## src/vfc_pkg.sv

```systemverilog
// ----------------------------------------------------------------------------
// vfc_pkg
// Shared types and constants for the voxel face culler: field widths,
// operation and direction codes, and the face record.
// ----------------------------------------------------------------------------
package vfc_pkg;

    localparam int EDGE_LEN_DEF = 16;
    localparam int POS_W        = 4;
    localparam int TYPE_W       = 8;
    localparam int DIR_W        = 3;
    localparam int NUM_DIRS     = 6;

    localparam logic OP_WRITE = 1'b0;
    localparam logic OP_QUERY = 1'b1;

    localparam logic [DIR_W-1:0] DIR_PX = 3'd0;
    localparam logic [DIR_W-1:0] DIR_NX = 3'd1;
    localparam logic [DIR_W-1:0] DIR_PY = 3'd2;
    localparam logic [DIR_W-1:0] DIR_NY = 3'd3;
    localparam logic [DIR_W-1:0] DIR_PZ = 3'd4;
    localparam logic [DIR_W-1:0] DIR_NZ = 3'd5;

    typedef struct packed {
        logic [POS_W-1:0]  x;
        logic [POS_W-1:0]  y;
        logic [POS_W-1:0]  z;
        logic [DIR_W-1:0]  direction;
        logic [TYPE_W-1:0] face_type;
        logic              last_face;
    } face_t;

endpackage

```

## src/vfc_ctrl.sv

```systemverilog
// ----------------------------------------------------------------------------
// vfc_ctrl
// Request sequencer. In-range writes go straight to the voxel store. A query
// reads the block and, if not air, its six neighbors one per cycle, collects
// the exposed directions in a mask and hands the faces out in direction order.
// ----------------------------------------------------------------------------
module vfc_ctrl
    import vfc_pkg::*;
#(
    parameter int EDGE_LEN = EDGE_LEN_DEF,
    parameter int CW       = $clog2(EDGE_LEN),
    parameter int AW       = 3 * CW
) (
    input  logic              aclk,
    input  logic              aresetn,
    input  logic              s_valid,
    output logic              s_ready,
    input  logic              s_operation,
    input  logic [POS_W-1:0]  s_pos_x,
    input  logic [POS_W-1:0]  s_pos_y,
    input  logic [POS_W-1:0]  s_pos_z,
    input  logic [TYPE_W-1:0] s_new_type,
    output logic              ram_we,
    output logic [AW-1:0]     ram_waddr,
    output logic [TYPE_W-1:0] ram_wdata,
    output logic [AW-1:0]     ram_raddr,
    input  logic [TYPE_W-1:0] ram_rdata,
    output logic              face_valid,
    input  logic              face_ready,
    output face_t             face
);

    localparam int LastIdx = EDGE_LEN - 1;

    typedef enum logic [1:0] {
        ST_IDLE,
        ST_TYPE,
        ST_GATHER,
        ST_EMIT
    } state_t;

    state_t               state_reg, state_next;
    logic [POS_W-1:0]     x_reg, x_next;
    logic [POS_W-1:0]     y_reg, y_next;
    logic [POS_W-1:0]     z_reg, z_next;
    logic [TYPE_W-1:0]    btype_reg, btype_next;
    logic [DIR_W-1:0]     dir_reg, dir_next;
    logic [NUM_DIRS-1:0]  mask_reg, mask_next;

    logic                 in_range;
    logic [AW-1:0]        in_addr;
    logic [DIR_W-1:0]     sel_dir;
    logic [NUM_DIRS-1:0]  mask_rest;

    function automatic logic [AW-1:0] nbr_addr(input logic [DIR_W-1:0] dir,
                                               input logic [POS_W-1:0] px,
                                               input logic [POS_W-1:0] py,
                                               input logic [POS_W-1:0] pz);
        logic [CW-1:0] xc;
        logic [CW-1:0] yc;
        logic [CW-1:0] zc;
        xc = CW'(px);
        yc = CW'(py);
        zc = CW'(pz);
        case (dir)
            DIR_PX:  xc = xc + CW'(1);
            DIR_NX:  xc = xc - CW'(1);
            DIR_PY:  yc = yc + CW'(1);
            DIR_NY:  yc = yc - CW'(1);
            DIR_PZ:  zc = zc + CW'(1);
            default: zc = zc - CW'(1);
        endcase
        return {zc, yc, xc};
    endfunction

    function automatic logic at_border(input logic [DIR_W-1:0] dir,
                                       input logic [POS_W-1:0] px,
                                       input logic [POS_W-1:0] py,
                                       input logic [POS_W-1:0] pz);
        logic b;
        case (dir)
            DIR_PX:  b = (int'(px) >= LastIdx);
            DIR_NX:  b = (px == '0);
            DIR_PY:  b = (int'(py) >= LastIdx);
            DIR_NY:  b = (py == '0);
            DIR_PZ:  b = (int'(pz) >= LastIdx);
            DIR_NZ:  b = (pz == '0);
            default: b = 1'b1;
        endcase
        return b;
    endfunction

    assign in_range = (int'(s_pos_x) < EDGE_LEN) && (int'(s_pos_y) < EDGE_LEN)
                   && (int'(s_pos_z) < EDGE_LEN);
    assign in_addr  = {CW'(s_pos_z), CW'(s_pos_y), CW'(s_pos_x)};

    always_comb begin
        sel_dir = DIR_PX;
        for (int i = NUM_DIRS - 1; i >= 0; i--) begin
            if (mask_reg[i]) begin
                sel_dir = DIR_W'(i);
            end
        end
        mask_rest          = mask_reg;
        mask_rest[sel_dir] = 1'b0;
    end

    assign face.x         = x_reg;
    assign face.y         = y_reg;
    assign face.z         = z_reg;
    assign face.direction = sel_dir;
    assign face.face_type = btype_reg;
    assign face.last_face = (mask_rest == '0);

    always_comb begin
        state_next = state_reg;
        x_next     = x_reg;
        y_next     = y_reg;
        z_next     = z_reg;
        btype_next = btype_reg;
        dir_next   = dir_reg;
        mask_next  = mask_reg;
        s_ready    = 1'b0;
        face_valid = 1'b0;
        ram_we     = 1'b0;
        ram_waddr  = in_addr;
        ram_wdata  = s_new_type;
        ram_raddr  = in_addr;
        case (state_reg)
            ST_IDLE: begin
                s_ready = 1'b1;
                if (s_valid) begin
                    x_next = s_pos_x;
                    y_next = s_pos_y;
                    z_next = s_pos_z;
                    if (in_range) begin
                        if (s_operation == OP_WRITE) begin
                            ram_we = 1'b1;
                        end else begin
                            state_next = ST_TYPE;
                        end
                    end
                end
            end
            ST_TYPE: begin
                ram_raddr = nbr_addr(DIR_PX, x_reg, y_reg, z_reg);
                if (ram_rdata == '0) begin
                    state_next = ST_IDLE;
                end else begin
                    btype_next = ram_rdata;
                    dir_next   = DIR_PX;
                    mask_next  = '0;
                    state_next = ST_GATHER;
                end
            end
            ST_GATHER: begin
                ram_raddr = nbr_addr(dir_reg + DIR_W'(1), x_reg, y_reg, z_reg);
                mask_next[dir_reg] = at_border(dir_reg, x_reg, y_reg, z_reg)
                                  || (ram_rdata == '0);
                if (dir_reg == DIR_NZ) begin
                    state_next = ST_EMIT;
                end else begin
                    dir_next = dir_reg + DIR_W'(1);
                end
            end
            ST_EMIT: begin
                face_valid = (mask_reg != '0);
                if (mask_reg == '0) begin
                    state_next = ST_IDLE;
                end else if (face_ready) begin
                    mask_next = mask_rest;
                    if (mask_rest == '0) begin
                        state_next = ST_IDLE;
                    end
                end
            end
            default: begin
                state_next = ST_IDLE;
            end
        endcase
    end

    always_ff @(posedge aclk) begin
        if (!aresetn) begin
            state_reg <= ST_IDLE;
            mask_reg  <= '0;
            dir_reg   <= DIR_PX;
        end else begin
            state_reg <= state_next;
            mask_reg  <= mask_next;
            dir_reg   <= dir_next;
        end
        x_reg     <= x_next;
        y_reg     <= y_next;
        z_reg     <= z_next;
        btype_reg <= btype_next;
    end

endmodule

```

## config.mk

```make
export PLATFORM = sky130hd
export DESIGN_NAME = vfc_ctrl
export DESIGN_NICKNAME = d
export VERILOG_FILES = /design/src/vfc_pkg.sv /design/src/vfc_ctrl.sv
export SDC_FILE = /design/constraint.sdc
export NUM_CORES = 1
export LEC_CHECK = 0
export BUFFER_PORTS_ARGS = -buffer_cell sky130_fd_sc_hd__buf_2
export CORE_MARGIN = 10
export CORE_UTILIZATION = 54
export DETAILED_ROUTE_END_ITERATION = 8
export GPL_ROUTABILITY_DRIVEN = 0
export PLACE_DENSITY = 0.86
export SLEW_MARGIN = 40
export SYNTH_ARGS = -nofsm -noshare
export SYNTH_HDL_FRONTEND = slang
export SYNTH_SLANG_ARGS = --single-unit
```

## constraint.sdc

```tcl
create_clock -name aclk -period 8.4 [get_ports aclk]
set_clock_uncertainty 0.05 [all_clocks]
set_input_delay 0.84 -clock aclk [delete_from_list [all_inputs] [get_ports aclk]]
set_output_delay 0.84 -clock aclk [all_outputs]
set_load 0.03 [all_outputs]
```

Yosys cells after proc, flatten, opt, wreduce, memory -nomap -nowiden:

Index checks and enable logic that the tools add are counted.

* logic and storage cells: 103
* flip-flop bits (word level): 31
* output and inout port bits: 59

* eq/ne operators: 21
* order comparisons: 7
* mux-type cells: 37
* bitwise gates (word level): 3
* reductions and logical operators: 21
* $add $sub $neg: 7

Operator list (count)
* 3-bit 2-to-1 mux: 8
* 12-bit one-hot mux with 2 select lines: 1
* 4-bit one-hot mux with 2 select lines: 3
* 6-bit 2-to-1 mux: 3
* 6-bit one-hot mux with 3 select lines: 1
* 2-bit 2-to-1 mux: 7
* 2-bit != test (second input constant): 7
* 4-bit by 1-bit adder with 4-bit output (second input constant): 3
* 3-bit by 2-bit equality test with 1-bit output (second input constant): 4
* 4-bit greater-or-equal comparator (second input constant): 3
* 4-bit zero test: 3
* 6-bit zero test: 2
* 4-bit by 1-bit subtractor with 4-bit output (second input constant): 3
* 3-bit equality test (second input constant): 3
* 8-bit zero test: 1
* 3-bit by 4-bit < comparator with 1-bit output (second input constant): 2
* 1-bit 2-to-1 mux: 8
* 2-bit one-hot mux with 4 select lines: 1
* 6-bit bitwise AND: 1
* 6-bit bitwise mux: 1
* 1-bit demux with 3-bit select: 2
* 3-bit by 1-bit equality test with 1-bit output (second input constant): 2
* 3-bit by 1-bit greater-or-equal comparator with 1-bit output (second input constant): 2
* 3-bit zero test: 2
* 19 further kinds: 23

Logic depth before layout (Yosys ltp):

* word-level depth: 17
* depth in mapped cells: 11

Least setup slack after synthesis:

Ideal clock, no wire load.

* path type: register to output
* start: register dir_reg[1]
* end: output port ram_raddr[11]
* required time: 7.510 ns
* setup slack: 4.849 ns
* stages on the path, launching flop included: 10
* arrival: 2.661 ns
* cell sequence: dfxtp_1 > ha_1 > ha_1 > nand2b_1 > ha_1 > a21o_1 > a21oi_1 > xnor2_1 > or4_1 > a31oi_1

* longest elaborated chain between the ends: 5
* elaborated cells on any way between the ends: 9
* those cells by class: add/sub: 1; eq/ne: 4; mux: 2; reduce/logical: 2

RTL lines
* from (decl): line vfc_ctrl.sv:47 `logic [DIR_W-1:0] dir_reg, dir_next;`
* from (signal assigned): line vfc_ctrl.sv:191 `dir_reg <= dir_next;`
* 3-bit by 1-bit adder with 3-bit output *: line vfc_ctrl.sv:157 `ram_raddr = nbr_addr(dir_reg + DIR_W'(1), x_reg, y_reg, z_reg);`
* 3-bit by 2-bit equality test with 1-bit output, or another cell as far along: line vfc_ctrl.sv:65 `case (dir)`
* 4-bit OR reduction (no line)
* 4-bit one-hot mux with 2 select lines *: line vfc_ctrl.sv:65
* 12-bit one-hot mux with 2 select lines *: line vfc_ctrl.sv:129 `case (state_reg)`
* to (decl): line vfc_ctrl.sv:26 `output logic [AW-1:0] ram_raddr,`

Mark *: on every way between the ends. The rest lies on a longest branch, timed or not.

Worst setup path in the final report:

* start: register dir_reg[0]
* end: output port ram_raddr[11]

The elaborated chain is that of the path after synthesis.

==> summary.json <==
{
  "setup.worst_path.end_class": "output pin",
  "wl_um": 6614,
  "die_y_um": 89.11,
  "synth_fp_nets": 357,
  "yosys.area.top_type": "edfxtp_1",
  "internal_cell_power_mw": 0.3252,
  "drt-wirelength-per-cell_um": 16.29,
  "power_density_nw_per_um2": 183.7,
  "worst_endpoint_data_arrival_time_ps": 3230,
  "drtAntennaViolNets": 0,
  "root_buffer": "clkbuf_8",
  "num-nets-final": 405,
  "syn_area_um2": 2579,
  "die_w_um": 89.11,
  "initial_antenna_violation_count": 0,
  "floorplan.initialDensity": 0.5533,
  "worst_r2r_path_depth": 7,
  "p_clk_frac": 0.275,
  "ys.warnings.count": 0,
  "cellLeakagePower_nw": 1.262,
  "crit_path_start_kind": "flip-flop",
  "grt_pass1_vias": 2415,
  "timing_max_transition_violations_final": 0,
  "post_layout_nonfiller_instances": 406,
  "hold_buffers": 0,
  "rr_endpoint": "dir_reg[2]",
  "grt_use_total": 0.1693,
  "min-delay-path-class": "reg -> reg",
  "numPlacedInstances": 398,
  "edff_count_synth": 20,
  "htree_num_levels": 2,
  "timing.setup.critical_path_class": "reg -> out",
  "post-route-period-util": 0.4908,
  "firstDrtPassIters": 4,
  "peakVddDrop_mv": 0.1246,
  "detailedRoute.firstIterationViolations": 194,
  "drcViolationCount": 0,
  "port_buffers": 75,
  "timing.rr.start": "state_reg[0]",
  "critPathLaunch": "dir_reg[0]",
  "timing.max_cap.violations": 0,
  "yosys_most_used_dff": "edfxtp_1",
  "synth_top_cells_by_area": "edfxtp_1 (23%), ha_1 (9.2%), dfxtp_1 (8.5%)",
  "maximum_number_of_pins_on_one_net_before_global_route_repair": 30,
  "worst_skew_pair.late_latency_ps": 290,
  "post_cts_buffers": 0,
  "synth.lib_cells_used.distinct": 56,
  "core_region_area_um2": 4661,
  "yosys_register_bits": 31,
  "grt_pass1_wl_um": 10900,
  "number_of_flip_flops_in_the_largest_register": 8,
  "timing.setup.tns_ps": 0,
  "globalRoute.totalOverflow": 0,
  "clk_path_buf_depth": 2,
  "hold_depth": 2,
  "comb_power_share": 0.367,
  "hold_viol_final": 0,
  "setup_slack_ps": 4277,
  "relSlewSlack": 0.5749,
  "rsz0062_at_grt": "no",
  "drt-vias-per-instance": 5.941,
  "outcome": "finished clean",
  "number_of_buffers_added_by_the_clock_tree_synthesis_step": 5,
  "postSynthAreaPerCell_um2": 8.511,
  "cts_resized": 0,
  "placement.setup.worst_slack_ps": 4630,
  "total_power_mw": 0.5360,
  "postSynth.asyncResetShare": 0,
  "clk_pin_slew_worst_paths_ps": 70,
  "critical_path_required_ps": 7510,
  "post-synth-top-area-fraction": 0.2329,
  "io_pins": 92,
  "via_count": 2412,
  "worstPathMaxFanout": 13,
  "net-switching-power_mw": 0.2108,
  "fin_crit_ps": 4123,
  "worstMarginPinSlew_ps": 637.6,
  "synthCells": 303,
  "post_route_cells_drive_above_1_share": 0.2585,
  "power_switching_share": 0.3932,
  "seqPwrFrac": 0.358,
  "synth.yosys.seq_area_share": 0.3183,
  "fmax_mhz": 242.6,
  "detailedPlacementHpwl_um": 4996,
  "post_synth_most_frequent_cells": "nor2_1 (35), nand2_1 (27), buf_4 (21)",
  "finalSetupViolations": 0,
  "number_of_antenna_diodes": 0,
  "fp.dieArea_um2": 7940,
  "tritoncts": "built",
  "num_rows": 25,
  "fill_cells": 405,
  "area.growth.synth_to_final_pct": 13.15,
  "post-synth-top-count-cell": "nor2_1",
  "worst-r2r-setup-slack_ps": 5980,
  "clock_sinks": 31
}
[worst max-delay path by stage]
stage	to	slack, ps	depth (start not counted)
detailed placement	ram_raddr[11]	4630	10
global placement	ram_raddr[11]	4670	10
finish	ram_raddr[11]	4280	10
floorplan	ram_raddr[11]	4850	9
global route	ram_raddr[7]	4090	10
CTS	ram_raddr[11]	4290	10
[cell families (layout without fill, tap and decap cells)]
kind of cell,count (synthesis),in the layout,share of synthesized area
xor+xnor,7,7,0.02378
mux,4,4,0.01698
simple gates,112,112,0.2193
compound gates,74,74,0.2014
buf+inv,54,103,0.1126
flops,31,31,0.3183
fa+ha+maj,21,21,0.1077
[power by group through the flow]
| stage | Sequential [mW] | Clock (mW) | Combinational [mW] |
|---|---|---|---|
| 3_5_place_dp | 0.195 | 0 | 0.197 |
| 3_3_place_gp | 0.194 | 0 | 0.195 |
| 6_report | 0.192 | 0.147 | 0.197 |
| 4_1_cts | 0.192 | 0.149 | 0.198 |
| 5_1_grt | 0.194 | 0.154 | 0.215 |
| 2_1_floorplan | 0.212 | 0 | 0.136 |
[worst max-delay path, cell delays in order (launching register included)]
cell,delay (ps)
dfxtp_1,580
ha_1,220
ha_1,340
nand2b_1,250
ha_1,290
a21o_1,170
a21oi_1,160
xnor2_1,100
or4_1,470
a31oi_1,130
buf_2,220
[per-stage QoR]
step | area (um2) | hold WS (ps) | utilization
floorplan | 2579 | 420.9 | -
global placement | 2810 | 445.8 | 0.6030
detailed placement | 2810 | 449.7 | 0.6030
CTS | 2918 | 461.8 | 0.6260
global route | 2918 | 504.0 | 0.6260
finish | 2918 | 461.4 | 0.6260
[metal layers]
metal | GRT usage | part of all wire | vias up
met5 | 0 | 0 | -
met4 | 0.06069 | 0.012 | 0
met3 | 0.05561 | 0.080 | 8
met2 | 0.2733 | 0.46 | 84
met1 | 0.2054 | 0.45 | 1128
li1 | - | - | 1192
[final cells by class]
cell class / count / area [um2] / share of cell area
Multi-Input combinational cell: 218 / 1468 / 0.5030
Sequential cell: 31 / 820.8 / 0.2813
Timing Repair Buffer: 76 / 382.9 / 0.1312
Inverter: 19 / 71.32 / 0.02444
Clock buffer: 5 / 68.82 / 0.02358
Tap cell: 54 / 67.56 / 0.02316
Clock inverter: 3 / 38.79 / 0.01329
[layout by cell type (no fill, tap or decap), drive strengths merged, types with 3 or more instances in the layout]
cell type   n
ha         19
mux2        3
a21o        5
clkbuf      5
and2        4
nand3       7
o21ai      10
nor2       35
xnor2       5
nand2      27
nor4b       5
nand3b      3
a21oi      16
dfxtp      11
a211oi      3
nor4        4
nor2b       5
nand4       3
and3        3
a2111oi     4
inv        18
edfxtp     20
o2111ai     3
nor3        7
clkinv      3
a221oi      5
buf        76
or4         3
a31oi      11
Power figures use the tool's default switching activity.
